`config.mk`:
```
export PLATFORM = sky130hd
export DESIGN_NAME = pfm_ctrl
export DESIGN_NICKNAME = d
export VERILOG_FILES = /design/src/sv/pfm_pkg.sv /design/src/sv/pfm_ctrl.sv
export SDC_FILE = /design/constraint.sdc
export NUM_CORES = 1
export LEC_CHECK = 0
export BUFFER_PORTS_ARGS = -buffer_cell sky130_fd_sc_hd__clkbuf_2
export CAP_MARGIN = 30
export CELL_PAD_IN_SITES_DETAIL_PLACEMENT = 1
export CELL_PAD_IN_SITES_GLOBAL_PLACEMENT = 1
export CORE_MARGIN = 1
export CORE_UTILIZATION = 36
export DETAILED_ROUTE_END_ITERATION = 7
export PLACE_DENSITY = 0.84
export RECOVER_POWER = 25
export SLEW_MARGIN = 15
export SYNTH_ARGS = -nofsm -noshare
export SYNTH_HDL_FRONTEND = slang
export SYNTH_SLANG_ARGS = --single-unit
```
`constraint.sdc`:
```
create_clock -name clk -period 2.95 [get_ports clk]
set_input_delay 0.4425 -clock clk [delete_from_list [all_inputs] [get_ports clk]]
set_output_delay 0.4425 -clock clk [all_outputs]
set_load 0.05 [all_outputs]
```
`src/sv/pfm_pkg.sv`:
```
// shared widths, command and status types of the page fault mapper
package pfm_pkg;

  localparam int ADDR_W   = 32;
  localparam int FRAME_W  = 20;
  localparam int IDX_W    = 10;
  localparam int DIR_LSB  = 22;
  localparam int PAGE_LSB = 12;

  // commands from the controller to the datapath
  typedef struct packed {
    logic load_item;
    logic load_base;
    logic dir_clr_step;
    logic dir_create;
    logic page_clr_step;
    logic set_identity;
    logic page_take;
    logic page_write;
    logic load_result;
  } cmd_t;

  // status from the datapath to the controller
  typedef struct packed {
    logic dir_clear_last;
    logic dir_is_zero;
    logic dir_valid;
    logic page_clear_last;
    logic page_valid;
    logic out_free;
  } status_t;

endpackage

```
`src/sv/pfm_ctrl.sv`:
```
// sequencing state machine of the page fault mapper
module pfm_ctrl (
  input  logic             clk,
  input  logic             rst,
  input  logic             in_valid,
  output logic             in_ready,
  input  logic             cfg_we,
  input  pfm_pkg::status_t status,
  output pfm_pkg::cmd_t    cmd
);

  typedef enum logic [7:0] {
    S_CLEAR  = 8'b0000_0001,
    S_IDLE   = 8'b0000_0010,
    S_DREAD  = 8'b0000_0100,
    S_DCHECK = 8'b0000_1000,
    S_PCLEAR = 8'b0001_0000,
    S_PCHECK = 8'b0010_0000,
    S_PWRITE = 8'b0100_0000,
    S_RESULT = 8'b1000_0000
  } state_t;

  state_t state;
  state_t state_next;

  always_comb begin
    state_next = state;
    cmd        = '0;
    in_ready   = 1'b0;
    unique case (state)
      S_CLEAR: begin
        // config write takes the directory port, the sweep waits
        cmd.dir_clr_step = !cfg_we;
        if (!cfg_we && status.dir_clear_last) begin
          state_next = S_IDLE;
        end
      end
      S_IDLE: begin
        in_ready      = 1'b1;
        cmd.load_item = in_valid;
        if (in_valid) begin
          state_next = S_DREAD;
        end
      end
      S_DREAD: begin
        cmd.load_base = 1'b1;
        state_next    = S_DCHECK;
      end
      S_DCHECK: begin
        if (status.dir_is_zero) begin
          cmd.set_identity = 1'b1;
          state_next       = S_RESULT;
        end else if (!status.dir_valid) begin
          cmd.dir_create = 1'b1;
          state_next     = S_PCLEAR;
        end else begin
          state_next = S_PCHECK;
        end
      end
      S_PCLEAR: begin
        cmd.page_clr_step = 1'b1;
        if (status.page_clear_last) begin
          state_next = S_PWRITE;
        end
      end
      S_PCHECK: begin
        if (status.page_valid) begin
          cmd.page_take = 1'b1;
        end else begin
          cmd.page_write = 1'b1;
        end
        state_next = S_RESULT;
      end
      S_PWRITE: begin
        cmd.page_write = 1'b1;
        state_next     = S_RESULT;
      end
      S_RESULT: begin
        if (status.out_free) begin
          cmd.load_result = 1'b1;
          state_next      = S_IDLE;
        end
      end
      default: begin
        state_next = S_CLEAR;
      end
    endcase
  end

  always_ff @(posedge clk) begin
    if (rst) begin
      state <= S_CLEAR;
    end else begin
      state <= state_next;
    end
  end

endmodule

```
==> results by group, run 1 <==
Run status
  • Status: completed

Worst setup path
  • Crit path max fanout: 9
  • Worst Setup Start Kind: register
  • Crit-path leading delay family: simple AND/OR/NAND/NOR gates
  • R2R cell count: 4
  • CP Data Arrival Time: 1.79 ns
  • Crit path required time: 2.51 ns
  • Crit path buf inv count: 2
  • WP depth: 5
  • Cell Chain, Critical Path: nor4_4 > and4_4 > nand2_1 > inv_1 > clkbuf_2
  • CP endpoint kind: output port
  • Slowest cell delay on critical path: 0.45 ns
  • Crit Path Class: register to output port
  • Slowest-stage cell, CP: nor4_4

Layout
  • Layout Area Growth over Synthesis: 19.0%
  • # nets final: 103
  • Top flop regs: state (8)
  • Layout cells sized above 1: 29.7%
  • Diodes inserted: 0
  • Max reg flops: 8
  • Top reg by flops: state

GRT
  • Vias in the first global route: 621
  • Global routing usage summed across all routing layers: 20.1%
  • Global-route wire length before repair: 2.73 mm
  • Largest net degree at the start of global routing: 12
  • Initial antenna violation count: 0
  • Grt ovf: 0

Synth
  • Post-synth top area cell: dfxtp_1
  • Post-Syn Instances: 73
  • Share of the synthesized area in the top cell type: 27.4%
  • Synth Register Bits: 8
  • YS warnings: 0
  • Synth area leaders: dfxtp_1, nor4b_1, nor2_1
  • Ys flop type: dfxtp_1
  • Ys async rst share: 0%
  • Post-Synthesis Cell Area: 586 µm²
  • Top cells by instance count after synthesis: dfxtp_1, nor2_1, o21ai_0
  • Yosys cell types: 33
  • Number of synthesized flops with an enable pin: 0
  • Avg Inst Size Synth: 8.02 µm²
  • Syn_nets: 83
  • Register area share after synthesis: 27.4%

Timing
  • RSZ-0062 raised after global routing: false
  • Final hold violation count: 0
  • Setup_tns: 0 ns
  • Setup violators final: 0
  • Final worst-path cycle share: 75.5%
  • Final Max Slew Viols: 0
  • Post-route minimum period: 2.23 ns
  • Minimum hold slack: 0.394 ns
  • Maximum clock rate: 0.449 GHz
  • Clock Skew: 0.00360 ns
  • Worst-Margin Slew: 0.485 ns
  • Slew margin rel.: 67.4%

Placed design
  • GP Congestion: 0.806
  • PortBufs: 19
  • Final HPWL DP: 1.25 mm

Pwr
  • Sw Share: 35.3%
  • Static Leak: 0.315 nW
  • VDD IR-drop max: 0.000195 V
  • P_sw: 108 µW
  • Power per cell area: 440 mW/mm²
  • Seq pwr share: 41.6%
  • Cell Int Power: 198 µW
  • Clock power frac: 27.2%
  • Logic pwr share: 31.2%

Clock network
  • Clk buf depth: 2
  • Hold buffers post-CTS: 0
  • Clock sinks: 8
  • Root Driver: clkbuf_4
  • Total CTS buffers: 3
  • CTS H-tree lvls: 1
  • Post-CTS resize count: 0
  • Post-CTS setup buffers: 0
  • CTS tree: yes
  • Worst skew pair latency: 0.25 ns
  • Clock-pin transition on the worst setup and hold timing paths: 0.06 ns

Floorplanning
  • Die Ht: 42.3 µm
  • Io pins: 20
  • FP Rows: 14
  • Core area: 0.00151 mm²
  • Die width: 42.3 µm
  • Die ar.: 0.00179 mm²
  • Starting Density: 38.9%

Drt
  • Routed vias/inst: 5.87
  • Initial DRC count: 13
  • ANT nets after route: 0
  • Pre-antenna DRT Iters: 4
  • Via count of the routed design: 628
  • Post-route DRC: 0
  • WL/cell: 14.8 µm
  • Total wire length: 1.58 mm

Hold path
  • Worst hold path type: input pin to register
  • Hold Path Cell Cnt: 2

Flow run
  • Max cap viols: 0
stage by stage:
step	setup WS [ns]	total power, mW	std cells	utilization, %	instance area [µm²]
after floorplan	0.106	0.197	73	-	586
after global placement	1.01	0.223	104	44.8	674
after detailed placement	1.01	0.223	104	44.8	674
after CTS	0.720	0.310	107	46.3	697
after global routing	0.495	0.327	107	46.3	697
final	0.721	0.307	107	46.3	697
power by group through the flow:
stage          sequential [mW]  combinational (mW)  clock [mW]
2_1_floorplan            0.127              0.0706           0
4_1_cts                  0.127              0.0961      0.0868
3_5_place_dp             0.129              0.0942           0
6_report                 0.128              0.0956      0.0836
5_1_grt                  0.129               0.105      0.0932
3_3_place_gp             0.129              0.0939           0
final cells by class:
type / instances / area, µm²
fillers: 214 / 810
multi-input cells: 57 / 384
flip-flops and latches: 8 / 160
repair buffers: 19 / 95.1
clock buffers: 3 / 22.5
well taps: 16 / 20.0
inverters: 4 / 15.0
kinds of logic after synthesis:
kind of cell | synth area share, %
compound gates | 17.1
simple gates | 43.8
flops | 27.3
mux | 1.71
buf+inv | 7.05
xor+xnor | 2.99
per-layer routing:
metal  vias to the layer above  share of wire, %  global-route usage (%)
li1                        310                 -                       -
met1                       297                45                    24.8
met2                        19                50                    34.5
met3                         2               4.2                    1.29
met4                         0               1.2                    11.3
met5                         -                 0                       0
worst reg2reg max path, cell delays in order, from the launching register on:
cell and delay [ns]:
dfxtp_1 0.37, nor4_2 0.49, nand3_1 0.23, o21ai_1 0.29, nor3b_1 0.09
worst paths after layout:
path                                start       end  slack (ns)
worst max-delay path             state[5]    cmd[8]        0.72
worst min-delay path            status[4]  state[5]        0.39
worst max register to register   state[1]  state[3]        1.36
worst min register to register   state[0]  state[5]        0.70
placed cells by master (no fill, tap or decap), types with 3 or more instances in the layout:
cell      netlist  final
clkbuf_2        0     19
clkbuf_4        0      3
dfxtp_1         8      8
inv_1           4      4
nand2_1         4      4
nand3_1         3      3
nor2_1          8      8
nor2b_1         3      3
nor3_1          4      4
nor4b_1         4      4
o21ai_0         5      5
(Power assumes the default switching activity.)
==> inputs of run 2 (changes only) <==
Settings changed: ABC_AREA set to 1, CORE_UTILIZATION 36 to 32, PLACE_DENSITY 0.84 to 0.8.
Clock period 2.95 ns to 2.2 ns, I/O delays scaled along.
==> run 2 against run 1 <==
Global-route usage down 2.8 points. Worst setup slack worse by 0.41 ns. Worst hold slack lost 0.16 ns. Final area rose by 7.4%. Sequential share of layout area shrank 1.6 points. Sequential power increased by 45%. Utilization is 3.9 points lower. Critical endpoint is now cmd[3]. Die area grew 16%. Via count fell by 1.4%. Register-to-register slack got worse by 0.48 ns.
==> results by group, run 2 <==
Flow run
  • Max cap viols: 0

Pwr
  • VDD IR-drop max: 0.000351 V
  • Final total power: 593 µW
  • Power per cell area: 793 mW/mm²
  • Static Leak: 0.486 nW

Clock network
  • CTS H-tree lvls: 1
  • Post-CTS setup buffers: 0
  • Root Driver: clkbuf_4
  • Clock sinks: 8
  • Hold buffers post-CTS: 0
  • Total CTS buffers: 3
  • CTS tree: yes
  • Post-CTS resize count: 0
  • Clock-pin transition on the worst setup and hold timing paths: 0.06 ns
  • Worst skew pair latency: 0.27 ns
  • Clk buf depth: 2

Worst setup path
  • CP Data Arrival Time: 1.56 ns
  • CP endpoint kind: output port
  • Worst R2R Setup Slack: 0.88 ns
  • Crit path max fanout: 6
  • Crit Path Class: register to output port
  • R2R cell count: 9
  • Worst R2R End: state[1]
  • Worst Setup Start Kind: register
  • Reg-to-Reg Start: state[4]
  • Crit path required time: 1.87 ns

Layout
  • Most common cell after layout, fill and taps aside: inv_1
  • Top reg by flops: state
  • Layout cells sized above 1: 34.2%
  • Top flop regs: state (8)
  • FILL cells: 275
  • Finished Layout Cells: 145
  • Layout Area Growth over Synthesis: 22.8%
  • Diodes inserted: 0
  • Most frequent cells in the layout: inv_1, nand2_1, clkbuf_2
  • Max reg flops: 8
  • # nets final: 132

Timing
  • Clock Skew: 0.00335 ns
  • Post-route minimum period: 1.89 ns
  • Final worst-path cycle share: 85.8%
  • Final Max Slew Viols: 0
  • Maximum clock rate: 0.530 GHz
  • RSZ-0062 raised after global routing: false
  • Setup violators final: 0
  • Worst-Margin Slew: 0.306 ns
  • Final hold violation count: 0
  • Slew margin rel.: 79.5%
  • Setup_tns: 0 ns
  • Setup WS post-layout: 0.313 ns
  • Minimum hold slack: 0.234 ns

Placed design
  • Final HPWL DP: 1.34 mm
  • GP Congestion: 0.784
  • DP Worst Slack: 0.615 ns
  • Placed insts: 142
  • PortBufs: 19

Synth
  • Syn_nets: 108
  • YS warnings: 0
  • Count leader, synth: inv_1
  • Synth area leaders: dfxtp_1, inv_1, nand2_1
  • Ys async rst share: 0%
  • Post-Synthesis Cell Area: 609 µm²
  • Number of synthesized flops with an enable pin: 0
  • Top cells by instance count after synthesis: inv_1, nand2_1, nor2_1
  • Ys flop type: dfxtp_1
  • Post-synth top area cell: dfxtp_1
  • Synth Register Bits: 8
  • Yosys cell types: 16
  • Post-Syn Instances: 98
  • Avg Inst Size Synth: 6.22 µm²
  • Share of the synthesized area in the top cell type: 26.3%
  • Register area share after synthesis: 26.3%

GRT
  • Vias in the first global route: 639
  • Initial antenna violation count: 0
  • Global-route wire length before repair: 2.50 mm
  • Global routing usage summed across all routing layers: 17.3%
  • Grt ovf: 0
  • Largest net degree at the start of global routing: 7

Floorplanning
  • Die ar.: 0.00208 mm²
  • Die width: 45.6 µm
  • Core area: 0.00176 mm²
  • Io pins: 20
  • FP Rows: 15
  • Starting Density: 34.5%
  • Die Ht: 45.6 µm

Drt
  • Post-route DRC: 0
  • Initial DRC count: 8
  • ANT nets after route: 0
  • Via count of the routed design: 619
  • Pre-antenna DRT Iters: 4
  • Total wire length: 1.50 mm
  • WL/cell: 10.3 µm
  • M1 WL: 670 µm
  • Routed vias/inst: 4.27
  • Total length of routed met3 wires: 67 µm
  • Met2 WL: 720 µm
  • Top layer in use: met4

Hold path
  • Worst hold start: status[4]
  • Hold Path Sink: state[5]
  • Worst hold path type: input pin to register
  • Hold Path Cell Cnt: 2

Run status
  • Status: completed
-- run 2: changes by cell type after synthesis, sizes merged, moves of 3 or more --
| cell | before | now |
|---|---|---|
| buf | 4 | 0 |
| inv | 4 | 27 |
| nand2 | 4 | 27 |
| nand3 | 3 | 10 |
| nor2 | 8 | 22 |
| nor2b | 3 | 0 |
| nor4b | 4 | 0 |
| o21ai | 6 | 1 |
-- run 2: power breakdown --
part	internal (mW)	leakage (nW)	total [mW]	switching, mW
Combinational	0.0913	0.407	0.285	0.194
Sequential	0.163	0.0649	0.186	0.0237
Clock	0.0630	0.0138	0.121	0.0584
-- run 2: layer usage --
layer | track usage [%] | vias up
met2 | 31.1 | 17
met4 | 10.9 | 0
met5 | 0 | -
li1 | - | 328
met1 | 18.8 | 269
met3 | 2.38 | 5
-- run 2: kinds of logic after synthesis --
family / after synthesis / share of synthesized area [%]
AOI/OAI and AO/OA: 1 / 0.821
DFF: 8 / 26.3
buffers and inverters: 27 / 17.0
and+or+nand+nor: 62 / 55.9
-- run 2: worst max-delay path by stage --
stage                   from  endpoint  cells after the start
global placement    state[1]    cmd[1]                      6
floorplan           state[0]    cmd[1]                      5
finish              state[4]    cmd[3]                      6
global route        state[4]    cmd[3]                      6
CTS                 state[1]    cmd[1]                      6
detailed placement  state[1]    cmd[1]                      6
-- run 2: area by class of cell --
class,instances,area [µm²],area share (%)
clock buffers,3,22.5,3.01
inverters,27,104,13.9
repair buffers,19,95.1,12.7
well taps,25,31.3,4.18
flip-flops and latches,8,160,21.4
multi-input cells,63,335,44.8
-- run 2: stage by stage --
stage / util, % / area (µm²)
finish: 42.4 / 748
global route: 42.4 / 748
global placement: 41.7 / 736
floorplan: - / 609
detailed placement: 41.7 / 736
CTS: 43.0 / 758
-- run 2: critical path: stages (launching register included) --
cell and delay (ns):
dfxtp_1 0.32, inv_1 0.07, nand2_2 0.10, nor2_8 0.13, nand3_1 0.16, nor2_1 0.19
clkbuf_2 0.31
==> inputs of run 3 (changes only) <==
--- a/config.mk
+++ b/config.mk
@@ -16,3 +16,3 @@
 export PLACE_DENSITY = 0.8
-export RECOVER_POWER = 25
+export RECOVER_POWER = 100
 export SLEW_MARGIN = 15
==> constraint.sdc (replaced) <==
create_clock -name clk -period 2.2 [get_ports clk]
set_input_delay 0.66 -clock clk [delete_from_list [all_inputs] [get_ports clk]]
set_output_delay 0.66 -clock clk [all_outputs]
set_load 0.05 [all_outputs]
==> run 3 against run 2 <==
Sequential share of layout area down 0.59 points. Sequential power is essentially flat. Register-to-register slack better by 0.10 ns. Count of clock-buffer cells in the layout unchanged. Fmax shrank 10%. Total power fell by 1.0%. Worst setup slack lost 0.21 ns. Worst hold slack better by 0.32 ns. Non-clock buffer count stayed put. Clock power shrank 5%. Largest power group unchanged.
==> results by group, run 3 (same netlist as run 2, synthesis figures left out) <==
Run status
  • Status: completed

Worst setup path
  • Worst Setup Start Kind: register
  • Crit path max fanout: 6
  • Slowest cell delay on critical path: 0.34 ns
  • Reg-to-Reg Start: state[2]
  • Worst R2R Setup Slack: 0.98 ns
  • Crit path required time: 1.54 ns
  • Cell Chain, Critical Path: nor2_4 > inv_4 > nor2_8 > nand2_2 > nor2_1 > buf_2
  • Crit Path Class: register to output port
  • R2R cell count: 9
  • Slowest-stage cell, CP: dfxtp_1
  • Worst R2R End: state[1]
  • CP Launch Point: state[0]
  • CP endpoint kind: output port
  • Critical Path End: cmd[2]
  • CP Data Arrival Time: 1.44 ns

Drt
  • Initial DRC count: 14
  • Via count of the routed design: 643
  • Pre-antenna DRT Iters: 4
  • WL/cell: 9.81 µm
  • Total wire length: 1.42 mm
  • Post-route DRC: 0
  • ANT nets after route: 0
  • Routed vias/inst: 4.43

Timing
  • Final hold violation count: 0
  • Maximum clock rate: 0.476 GHz
  • Setup violators final: 0
  • Final Max Slew Viols: 0
  • Slew margin rel.: 82.5%
  • Worst-Margin Slew: 0.261 ns
  • Setup WS post-layout: 0.0986 ns
  • Final worst-path cycle share: 95.5%
  • Post-route minimum period: 2.10 ns
  • RSZ-0062 raised after global routing: true
  • Setup_tns: 0 ns
  • Minimum hold slack: 0.555 ns
  • Clock Skew: 0.00533 ns

Clock network
  • CTS H-tree lvls: 1
  • Clk buf depth: 2
  • Post-CTS resize count: 0
  • Clock sinks: 8
  • Worst skew pair latency: 0.26 ns
  • Clock-pin transition on the worst setup and hold timing paths: 0.06 ns
  • Root Driver: clkbuf_4
  • Total CTS buffers: 3
  • CTS tree: yes
  • Hold buffers post-CTS: 0
  • Post-CTS setup buffers: 0

Hold path
  • Worst hold start: state[1]
  • Worst hold path type: register to register

Placed design
  • Placed Area: 736 µm²
  • Placed insts: 142
  • Final HPWL DP: 1.23 mm
  • GP Congestion: 0.809
  • DP Worst Slack: 0.271 ns
  • PortBufs: 19

Layout
  • Final Instance Area: 769 µm²
  • Most common cell after layout, fill and taps aside: inv_1
  • Top flop regs: state (8)
  • Max reg flops: 8
  • Top reg by flops: state
  • # nets final: 132
  • Layout Area Growth over Synthesis: 26.3%
  • Layout cells sized above 1: 36.7%
  • Diodes inserted: 0
  • Most frequent cells in the layout: inv_1, nand2_1, nor2_1
  • Finished Layout Cells: 145

Pwr
  • VDD IR-drop max: 0.000375 V
  • Static Leak: 0.491 nW
  • Power per cell area: 763 mW/mm²

Floorplanning
  • Core area: 0.00176 mm²
  • FP Rows: 15
  • Io pins: 20
  • Die ar.: 0.00208 mm²
  • Starting Density: 34.5%
  • Die width: 45.6 µm
  • Die Ht: 45.6 µm

GRT
  • Global-route wire length before repair: 2.40 mm
  • Grt ovf: 0
  • Initial antenna violation count: 0
  • Vias in the first global route: 622
  • Global routing usage summed across all routing layers: 16.6%
  • Largest net degree at the start of global routing: 7

Flow run
  • Max cap viols: 0
-- run 3: how the worst min path moves through the flow --
| stage | end | slack, ns | cells past startpoint |
|---|---|---|---|
| finish | state[1] | 0.55 | 2 |
| global route | state[5] | 0.58 | 2 |
| detailed placement | state[1] | 0.55 | 2 |
| global placement | state[1] | 0.54 | 2 |
| CTS | state[1] | 0.56 | 2 |
| floorplan | state[1] | 0.52 | 2 |
-- run 3: metrics by stage --
stage,power [mW],utilization (%)
after floorplan,0.422,-
after global placement,0.475,41.7
after detailed placement,0.480,41.7
after CTS,0.594,43.0
after global routing,0.637,43.6
final,0.587,43.6
-- run 3: worst max-delay path, delay by kind of cell, from the launching register on --
| kind | cells | cell delay (ns) |
|---|---|---|
| flip-flops | 1 | 0.34 |
| AND/OR/NAND/NOR | 4 | 0.51 |
| buffers and inverters | 2 | 0.33 |
-- run 3: power by group --
part,leakage (nW),switching [mW],internal [mW]
combinational,0.412,0.192,0.0942
clock,0.0138,0.0524,0.0626
sequential,0.0649,0.0230,0.163
total,0.491,0.268,0.320
-- run 3: per-layer routing --
layer | vias to the layer above | track usage (%) | wire length [µm]
li1 | 330 | - | -
met1 | 291 | 18.2 | 623
met2 | 17 | 29.4 | 708
met3 | 5 | 2.38 | 55
met4 | 0 | 10.9 | 34
met5 | - | 0 | 0
-- run 3: area by class of cell --
cell class,count,area (µm²)
Timing Repair Buffer,19,106
Inverter,27,104
Multi-Input combinational cell,63,345
Fill cell,262,995
Clock buffer,3,22.5
Sequential cell,8,160
Tap cell,25,31.3
